$ cat src/rtl/core/rpn_pkg.sv
// shared types and constants for the rpn stack calculator
// no dependencies; imported by rpn_cell, rpn_alu and rpn_stack_calculator
package rpn_pkg;

   localparam int STACK_DEPTH = 16;
   localparam int WORD_W      = 32;
   localparam int FRAC_W      = 16;
   localparam int DIV_STEPS   = WORD_W + FRAC_W;
   localparam int DIV_CNT_W   = $clog2(DIV_STEPS);

   typedef enum logic [2:0] {
      OP_LOAD = 3'd0,
      OP_ADD  = 3'd1,
      OP_SUB  = 3'd2,
      OP_MUL  = 3'd3,
      OP_DIV  = 3'd4,
      OP_SWAP = 3'd5,
      OP_DROP = 3'd6,
      OP_DUP  = 3'd7
   } opcode_type;

   typedef enum logic [1:0] {
      CELL_HOLD,
      CELL_SHIFT_DOWN,
      CELL_SHIFT_UP,
      CELL_SET
   } cell_cmd_type;

   typedef struct packed {
      logic              done;
      logic [WORD_W-1:0] result;
      logic              saturated;
   } alu_rsp_type;

endpackage

$ cat src/rtl/core/rpn_stack_calculator.sv
// top level of the rpn stack calculator: control, cell chain, arithmetic unit
// depends on rpn_pkg, rpn_cell, rpn_alu
//
// usage:
//   command channel: drive req_type and req_value with start high; the item is
//   taken at a rising edge where start is high and busy is low.
//   result channel: rsp_valid is high for exactly one cycle and carries the
//   new top and second entries plus the div_zero and saturated flags. the
//   receiver cannot stall; the result must be captured in that cycle.
// steps from the accept edge to the strobe:
//   load, swap, drop, dup and divide by zero: strobe registered straight from the accept
//   add, subtract: alu add state; multiply: alu multiply and rounding states
//   divide: the 48 step bit-serial quotient loop, then the alu finish state
// throughput: one item at a time; busy stays high until the result cycle
// ends, so the next item can be taken in the cycle after the strobe.
// reset: synchronous, clears every stack cell to zero and returns to idle.
// the stack is a chain of cells; every cell takes the word of a neighbor in the
// same cycle when the stack shifts, and zero enters at the bottom on an upward shift.
module rpn_stack_calculator (
   input  logic                        clock,
   input  logic                        reset,
   input  logic                        start,
   output logic                        busy,
   input  logic [2:0]                  req_type,
   input  logic signed [31:0]          req_value,
   output logic                        rsp_valid,
   output logic signed [31:0]          rsp_top,
   output logic signed [31:0]          rsp_second,
   output logic                        rsp_div_zero,
   output logic                        rsp_saturated
);
   import rpn_pkg::*;

   typedef enum logic [1:0] {
      S_IDLE,
      S_ALU,
      S_RESP
   } state_type;

   state_type          state_ff;
   logic               rsp_valid_ff;
   logic               div_zero_ff;
   logic               saturated_ff;

   opcode_type         op;
   logic               accept;
   logic               top_zero;
   logic               arith;
   logic               alu_start;
   alu_rsp_type        alu_rsp;

   logic [WORD_W-1:0]  cell_data [STACK_DEPTH];
   cell_cmd_type       cell_cmd  [STACK_DEPTH];
   logic [WORD_W-1:0]  push_data;
   logic [WORD_W-1:0]  top_set;

   assign op       = opcode_type'(req_type);
   assign accept   = start && (state_ff == S_IDLE);
   assign top_zero = (cell_data[0] == '0);
   // divide by zero skips the arithmetic unit and leaves the stack alone
   assign arith    = (op == OP_ADD) || (op == OP_SUB) || (op == OP_MUL) ||
                     ((op == OP_DIV) && !top_zero);
   assign alu_start = accept && arith;

   // load pushes the new value, dup pushes a copy of the top
   assign push_data = (op == OP_LOAD) ? req_value : cell_data[0];
   // top cell takes the arithmetic result or, on swap, the second entry
   assign top_set   = alu_rsp.done ? alu_rsp.result : cell_data[1];

   // per-cell shift commands
   always_comb begin
      for (int i = 0; i < STACK_DEPTH; i++) begin
         cell_cmd[i] = CELL_HOLD;
         if (alu_rsp.done) begin
            // result replaces the top, the rest close the gap upward
            cell_cmd[i] = (i == 0) ? CELL_SET : CELL_SHIFT_UP;
         end else if (accept) begin
            case (op)
               OP_LOAD, OP_DUP: cell_cmd[i] = CELL_SHIFT_DOWN;
               OP_DROP:         cell_cmd[i] = CELL_SHIFT_UP;
               OP_SWAP:         cell_cmd[i] = (i < 2) ? CELL_SET : CELL_HOLD;
               default:         cell_cmd[i] = CELL_HOLD;
            endcase
         end
      end
   end

   // the chain of cells, top at index 0, zero fed in below the bottom
   for (genvar g = 0; g < STACK_DEPTH; g++) begin : g_cell
      logic [WORD_W-1:0] shallower;
      logic [WORD_W-1:0] deeper;
      logic [WORD_W-1:0] set_val;

      if (g == 0) begin : g_top
         assign shallower = push_data;
         assign set_val   = top_set;
      end else begin : g_inner
         assign shallower = cell_data[g-1];
         // only the second cell is ever set directly (swap)
         assign set_val   = (g == 1) ? cell_data[0] : '0;
      end

      if (g == STACK_DEPTH - 1) begin : g_bottom
         assign deeper = '0;
      end else begin : g_mid
         assign deeper = cell_data[g+1];
      end

      rpn_cell u_cell (
         .clock          (clock),
         .reset          (reset),
         .cmd            (cell_cmd[g]),
         .shallower_data (shallower),
         .deeper_data    (deeper),
         .set_data       (set_val),
         .data           (cell_data[g])
      );
   end

   rpn_alu u_alu (
      .clock (clock),
      .reset (reset),
      .start (alu_start),
      .op    (op),
      .opa   (cell_data[1]),
      .opb   (cell_data[0]),
      .rsp   (alu_rsp)
   );

   // control: idle -> (alu) -> result strobe -> idle
   always_ff @(posedge clock) begin
      if (reset) begin
         state_ff     <= S_IDLE;
         rsp_valid_ff <= 1'b0;
         div_zero_ff  <= 1'b0;
         saturated_ff <= 1'b0;
      end else begin
         rsp_valid_ff <= 1'b0;
         unique case (state_ff)
            S_IDLE: begin
               if (accept) begin
                  div_zero_ff  <= (op == OP_DIV) && top_zero;
                  saturated_ff <= 1'b0;
                  if (arith) begin
                     state_ff <= S_ALU;
                  end else begin
                     state_ff     <= S_RESP;
                     rsp_valid_ff <= 1'b1;
                  end
               end
            end
            S_ALU: begin
               if (alu_rsp.done) begin
                  saturated_ff <= alu_rsp.saturated;
                  state_ff     <= S_RESP;
                  rsp_valid_ff <= 1'b1;
               end
            end
            S_RESP: begin
               state_ff <= S_IDLE;
            end
            default: state_ff <= S_IDLE;
         endcase
      end
   end

   assign busy          = (state_ff != S_IDLE);
   assign rsp_valid     = rsp_valid_ff;
   assign rsp_top       = cell_data[0];
   assign rsp_second    = cell_data[1];
   assign rsp_div_zero  = div_zero_ff;
   assign rsp_saturated = saturated_ff;

endmodule

$ cat src/rtl/core/rpn_cell.sv
// one stack cell: holds a word and trades it with its neighbors
// depends on rpn_pkg
module rpn_cell (
   input  logic                            clock,
   input  logic                            reset,
   input  rpn_pkg::cell_cmd_type           cmd,
   input  logic [rpn_pkg::WORD_W-1:0]      shallower_data,
   input  logic [rpn_pkg::WORD_W-1:0]      deeper_data,
   input  logic [rpn_pkg::WORD_W-1:0]      set_data,
   output logic [rpn_pkg::WORD_W-1:0]      data
);
   import rpn_pkg::*;

   logic [WORD_W-1:0] data_ff;
   logic [WORD_W-1:0] data_in;

   always_comb begin
      unique case (cmd)
         CELL_SHIFT_DOWN: data_in = shallower_data;
         CELL_SHIFT_UP:   data_in = deeper_data;
         CELL_SET:        data_in = set_data;
         default:         data_in = data_ff;
      endcase
   end

   always_ff @(posedge clock) begin
      if (reset) begin
         data_ff <= '0;
      end else begin
         data_ff <= data_in;
      end
   end

   assign data = data_ff;

endmodule

$ cat src/rtl/core/rpn_alu.sv
// q16.16 arithmetic unit: saturating add/sub, rounded saturating multiply,
// bit-serial restoring divide with saturation; depends on rpn_pkg
module rpn_alu (
   input  logic                         clock,
   input  logic                         reset,
   input  logic                         start,
   input  rpn_pkg::opcode_type          op,
   input  logic [rpn_pkg::WORD_W-1:0]   opa,
   input  logic [rpn_pkg::WORD_W-1:0]   opb,
   output rpn_pkg::alu_rsp_type         rsp
);
   import rpn_pkg::*;

   typedef enum logic [2:0] {
      ST_IDLE,
      ST_ADD,
      ST_MUL,
      ST_RND,
      ST_DIV,
      ST_DFIN
   } state_type;

   localparam logic [WORD_W-1:0] MAX_WORD = {1'b0, {(WORD_W-1){1'b1}}};
   localparam logic [WORD_W-1:0] MIN_WORD = {1'b1, {(WORD_W-1){1'b0}}};

   state_type                  state_ff;
   logic                       sub_ff;
   logic signed [WORD_W-1:0]   a_ff, b_ff;
   logic signed [2*WORD_W-1:0] prod_ff;
   logic [DIV_STEPS-1:0]       quot_ff;
   logic [WORD_W-1:0]          rem_ff;
   logic [WORD_W-1:0]          divisor_ff;
   logic                       neg_ff;
   logic [DIV_CNT_W-1:0]       cnt_ff;
   alu_rsp_type                rsp_ff;

   logic [WORD_W-1:0]          abs_a, abs_b;
   logic signed [WORD_W:0]     sum;
   logic signed [2*WORD_W-1:0] rnd;
   logic [2*WORD_W-FRAC_W-1:0] rnd_hi;
   logic [WORD_W:0]            trial;
   logic [WORD_W:0]            trial_diff;
   logic                       q_bit;

   always_comb begin
      abs_a = opa[WORD_W-1] ? WORD_W'(-opa) : opa;
      abs_b = opb[WORD_W-1] ? WORD_W'(-opb) : opb;
      sum   = sub_ff ? ({a_ff[WORD_W-1], a_ff} - {b_ff[WORD_W-1], b_ff})
                     : ({a_ff[WORD_W-1], a_ff} + {b_ff[WORD_W-1], b_ff});
      rnd    = prod_ff + (2*WORD_W)'(1 << (FRAC_W - 1));
      rnd_hi = rnd[2*WORD_W-1:FRAC_W];
      trial      = {rem_ff, quot_ff[DIV_STEPS-1]};
      trial_diff = trial - {1'b0, divisor_ff};
      q_bit      = !trial_diff[WORD_W];
   end

   always_ff @(posedge clock) begin
      if (reset) begin
         state_ff <= ST_IDLE;
         rsp_ff   <= '0;
      end else begin
         rsp_ff.done <= 1'b0;
         unique case (state_ff)
            ST_IDLE: begin
               if (start) begin
                  a_ff       <= opa;
                  b_ff       <= opb;
                  sub_ff     <= (op == OP_SUB);
                  quot_ff    <= {abs_a, {FRAC_W{1'b0}}};
                  rem_ff     <= '0;
                  divisor_ff <= abs_b;
                  neg_ff     <= opa[WORD_W-1] ^ opb[WORD_W-1];
                  cnt_ff     <= '0;
                  unique case (op)
                     OP_MUL:  state_ff <= ST_MUL;
                     OP_DIV:  state_ff <= ST_DIV;
                     default: state_ff <= ST_ADD;
                  endcase
               end
            end
            ST_ADD: begin
               rsp_ff.done <= 1'b1;
               if (sum[WORD_W] != sum[WORD_W-1]) begin
                  rsp_ff.saturated <= 1'b1;
                  rsp_ff.result    <= sum[WORD_W] ? MIN_WORD : MAX_WORD;
               end else begin
                  rsp_ff.saturated <= 1'b0;
                  rsp_ff.result    <= sum[WORD_W-1:0];
               end
               state_ff <= ST_IDLE;
            end
            ST_MUL: begin
               prod_ff  <= (2*WORD_W)'(a_ff) * (2*WORD_W)'(b_ff);
               state_ff <= ST_RND;
            end
            ST_RND: begin
               rsp_ff.done <= 1'b1;
               // in range only when every bit above the sign matches it
               if ((&rnd_hi[2*WORD_W-FRAC_W-1:WORD_W-1]) ||
                   !(|rnd_hi[2*WORD_W-FRAC_W-1:WORD_W-1])) begin
                  rsp_ff.saturated <= 1'b0;
                  rsp_ff.result    <= rnd_hi[WORD_W-1:0];
               end else begin
                  rsp_ff.saturated <= 1'b1;
                  rsp_ff.result    <= rnd_hi[2*WORD_W-FRAC_W-1] ? MIN_WORD : MAX_WORD;
               end
               state_ff <= ST_IDLE;
            end
            ST_DIV: begin
               rem_ff  <= q_bit ? trial_diff[WORD_W-1:0] : trial[WORD_W-1:0];
               quot_ff <= {quot_ff[DIV_STEPS-2:0], q_bit};
               cnt_ff  <= cnt_ff + 1'b1;
               if (cnt_ff == DIV_CNT_W'(DIV_STEPS - 1)) begin
                  state_ff <= ST_DFIN;
               end
            end
            ST_DFIN: begin
               rsp_ff.done <= 1'b1;
               if (neg_ff) begin
                  if (quot_ff > DIV_STEPS'({1'b0, MIN_WORD})) begin
                     rsp_ff.saturated <= 1'b1;
                     rsp_ff.result    <= MIN_WORD;
                  end else begin
                     rsp_ff.saturated <= 1'b0;
                     rsp_ff.result    <= WORD_W'(-quot_ff[WORD_W-1:0]);
                  end
               end else begin
                  if (quot_ff > DIV_STEPS'({1'b0, MAX_WORD})) begin
                     rsp_ff.saturated <= 1'b1;
                     rsp_ff.result    <= MAX_WORD;
                  end else begin
                     rsp_ff.saturated <= 1'b0;
                     rsp_ff.result    <= quot_ff[WORD_W-1:0];
                  end
               end
               state_ff <= ST_IDLE;
            end
            default: state_ff <= ST_IDLE;
         endcase
      end
   end

   assign rsp = rsp_ff;

endmodule
$ cat config.mk
export PLATFORM = sky130hd
export DESIGN_NAME = rpn_stack_calculator
export DESIGN_NICKNAME = d
export VERILOG_FILES = /design/src/rtl/core/rpn_pkg.sv /design/src/rtl/core/rpn_stack_calculator.sv /design/src/rtl/core/rpn_cell.sv /design/src/rtl/core/rpn_alu.sv
export SDC_FILE = /design/constraint.sdc
export NUM_CORES = 2
export LEC_CHECK = 0
export BUFFER_PORTS_ARGS = -buffer_cell sky130_fd_sc_hd__clkbuf_2
export CORE_ASPECT_RATIO = 0.75
export CORE_MARGIN = 8
export CORE_UTILIZATION = 50
export DETAILED_ROUTE_END_ITERATION = 8
export PLACE_DENSITY_LB_ADDON = 0.1
export SYNTH_ARGS = -nofsm -noshare
export SYNTH_HDL_FRONTEND = slang
export SYNTH_SLANG_ARGS = --single-unit
$ cat constraint.sdc
create_clock -name clock -period 17.8 [get_ports clock]
set_input_delay 1.78 -clock clock [delete_from_list [all_inputs] [get_ports clock]]
set_output_delay 1.78 -clock clock [all_outputs]
set_load 0.02 [all_outputs]
==> summary.txt <==
Critical path
  – Worst EP arrival: just under 10 ns
  – CP Max Fanout: 30
  – Critical Path End Type: register
  – Crit path max-delay family: adder cells
  – Worst Setup Path Type: register to register
  – Logic depth of the worst path, buffers included: 26
  – Worst Path Buf+Inv: 7
  – Slowest CP cell: a2111oi_0
  – Crit-path most repeated cell: fa_1
  – Worst r2r path cells: 26
  – Crit path required time: around 18 ns
  – Startpoint types: register
  – Max incr delay on CP: between 1 and 1.5 ns
  – R2R setup slack: 8.36 ns

Floorplan
  – I/O Pins: around 110
  – Num rows: about 120
  – Initial core utilization: 50.2%
  – Die area: between 150000 and 200000 um^2
  – Die span in y: about 350 um
  – Die width: between 400 and 500 um
  – Core Region: around 150000 um^2

Min path
  – WHS Path Cells: 2
  – Hold Crit Class: register to register

STA
  – Final WS setup: around 8.4 ns
  – Unrepaired setup endpoints after global routing: false
  – Period minus WS final: approximately 9.4 ns
  – Final Slew Violations: 0
  – Final setup viols: 0
  – Clock Skew: ~0.027 ns
  – Fin Setup TNS: 0 ns
  – Post-route clock period utilization: between 50% and 60%
  – Hold Fails Final Rpt: 0
  – Slew headroom: approximately an eighth
  – Worst slew pin tran: around 1.3 ns
  – Fmax: around 0.11 GHz

Route
  – Post-DRT Antenna Nets: 0
  – Vias: between 50000 and 60000
  – Remaining DRCs: 0
  – Via density: just under 6
  – Routed len/inst: 22.9 um
  – Drt total wl: ~230000 um
  – First-pass DRT Iterations: 8
  – First-iteration detailed-routing DRC count: between 5000 and 6000

Global routing
  – Grt ovf: 0
  – Antenna violations before repair: 8
  – Largest net degree at the start of global routing: 98
  – GRT Total Usage: 28.5%
  – First-pass GRT wire length: around 360000 um
  – Vias in the first global route: 57600

Synth
  – Top cells by area, synth: fa_1, dfxtp_1, edfxtp_1
  – Synth area leader: fa_1
  – Net Count, Synth: 9592
  – Adder-Cell Fraction of Synth Area: around 34%
  – Synth cell count leaders: nand2_1, fa_1, inv_1, nor2_1, dfxtp_1
  – Area of the mapped netlist: 73900 um^2
  – Main synth FF type: dfxtp_1
  – Asr flop ratio synth: 0%
  – Register area share after synthesis: between 20% and 30%
  – Avg Inst Size Synth: 8.99 um^2
  – Most common cell in the netlist: nand2_1
  – Number of synthesized register bits: about 800
  – Area share of the largest cell type after synthesis: 29.4%
  – Compound-cell area share of the yosys netlist: about an eighth
  – Synth cell types: 82
  – Syn. warnings: 0
  – Mux contribution to synthesized area: less than 1%
  – Largest family of logic cells by synthesized area: adder cells
  – Cells after synthesis: slightly above 8000
  – Post-synthesis xor/xnor area fraction: under 10%
  – Simple-Gate Fraction of Synth Area: between 10% and 20%
  – Post-synth EDFFs: roughly 230

Final layout
  – Layout cells sized above 1: roughly 5.1%
  – Area Overhead vs Synth: 6.51%
  – Reg area: around 18000 um^2
  – Core Util, Final: a little over half
  – Fin nets: between 9000 and 10000
  – Area of the multi-input gates: 49800 um^2
  – Filler Cells Inserted: around 14000

Placement
  – Dpl ws: 8.58 ns
  – HPWL after DPL: roughly 160000 um
  – RePlAce Congestion: 0.946
  – Number of port buffers: 105

CTS
  – Postcts setup bufs: 0
  – Root buffer cell: clkbuf_16
  – CTS H-tree lvls: 3
  – CTS tree: yes
  – CTS Buf Count: 76
  – Clock Pin Slew Worst Setup and Hold Paths: 0.07 ns
  – CTS sink cnt: slightly below 800
  – Deepest clock path buffer count: 3
  – Hold_buf cts: 0
  – Post-CTS resize count: 0
  – Worst skew pair latency: just under 0.7 ns

Run
  – Max cap viols: 0

Status
  – Status: finished, final reports clean
==> cells by family (layout without fill, tap and decap cells) <==
| family | after synthesis | after routing |
|---|---|---|
| simple gates | 2754 | 2754 |
| buf+inv | 1617 | 1451 |
| compound gates | 1408 | 1408 |
| fa+ha+maj | 1335 | 1335 |
| flops | 786 | 786 |
| xor+xnor | 255 | 255 |
| mux | 64 | 64 |
| other cells | 0 | 5 |
==> worst paths after layout <==
| check | start | to |
|---|---|---|
| worst max-delay path | u_alu.b_ff[3] | u_alu.prod_ff[61] |
| worst min-delay path | rsp_div_zero | rsp_div_zero |
| worst max register to register | u_alu.b_ff[3] | u_alu.prod_ff[61] |
| worst min register to register | rsp_div_zero | rsp_div_zero |
==> per-stage QoR <==
| step | cells | cell area [um^2] | hold WS (ns) |
|---|---|---|---|
| after floorplan | 8219 | 73900 | 0.449 |
| after global placement | 9897 | 76000 | 0.454 |
| after detailed placement | 9898 | 76000 | 0.454 |
| after CTS | 10000 | 78600 | 0.464 |
| after global routing | 10000 | 78600 | 0.469 |
| final | 10000 | 78700 | 0.463 |
==> placed cells by master, fill, tap and decap left out, types with 12 or more instances in the layout <==
cell,netlist,layout
nand2_1,1300,1300
fa_1,1083,1083
inv_1,1062,1062
nor2_1,591,588
dfxtp_1,554,553
and2_1,516,516
a21oi_1,450,449
ha_1,252,252
a311oi_1,245,244
a22oi_1,242,242
edfxtp_1,232,232
xnor2_1,156,155
buf_4,1,142
o21ai_0,129,129
clkbuf_2,1,104
xor2_1,99,98
a21o_1,82,82
clkbuf_16,0,78
nand3_1,64,63
mux2i_1,61,61
nor3_1,57,57
a211oi_1,45,44
nand4_1,32,32
o31ai_1,31,31
nand2b_1,30,30
a31oi_1,29,28
and3_1,27,27
o21bai_1,25,24
nor2b_1,23,23
o21a_1,23,23
or3_1,22,22
or4_1,17,17
clkinv_2,0,17
nor4_1,18,16
o41ai_1,15,15
clkbuf_1,521,13
nor3b_1,13,12
o22a_1,12,12
clkbuf_8,0,12
==> worst reg2reg max path, cell delays in order, from the launching register on <==
cell,delay [ns]
edfxtp_1,0.33
buf_4,0.25
buf_4,0.43
nand2_1,0.16
fa_1,0.55
fa_1,0.43
fa_1,0.54
fa_1,0.56
inv_1,0.05
fa_1,0.52
inv_1,0.06
fa_1,0.53
inv_1,0.05
fa_1,0.49
fa_1,0.43
ha_1,0.36
a21o_1,0.20
a2111oi_0,1.01
nor3_1,0.27
a2111oi_1,0.35
clkdlybuf4s18_2,0.33
buf_4,0.16
nor3_1,0.08
nor3b_1,0.52
o21ai_0,0.26
a21oi_1,0.22
xnor2_1,0.08
==> cell type report <==
cell class / instances / share of cell area, %
clock buffers: 103 / 2.75
inverters: 1064 / 5.08
diodes: 5 / 0.0159
clock inverters: 36 / 0.627
well taps: 1984 / 3.16
flip-flops and latches: 786 / 23.0
repair buffers: 248 / 2.05
multi-input cells: 5816 / 63.4
==> metal layers <==
metal | up-vias | routed length [um] | global-route usage, %
met5 | - | 45 | 0
li1 | 26100 | - | -
met3 | 355 | 22300 | 6.95
met2 | 2398 | 96300 | 40.8
met1 | 29300 | 105000 | 43.0
met4 | 8 | 6390 | 7.29
==> state kept, by name, summed over array words and instances, names as in the netlist, 2 cells and up <==
name and flops:
g_cell.u_cell.data 512, u_alu.rsp 34, u_alu.a_ff 32, u_alu.divisor_ff 32, u_alu.cnt_ff 6, u_alu.state_ff 3
u_alu.b_ff 31, u_alu.rem_ff 32, u_alu.quot_ff 48, state_ff 2, u_alu.prod_ff 49
Power is left out: the tool's default activity adds up to more than one toggle a clock period on the data nets, which glitch-free logic cannot reach.
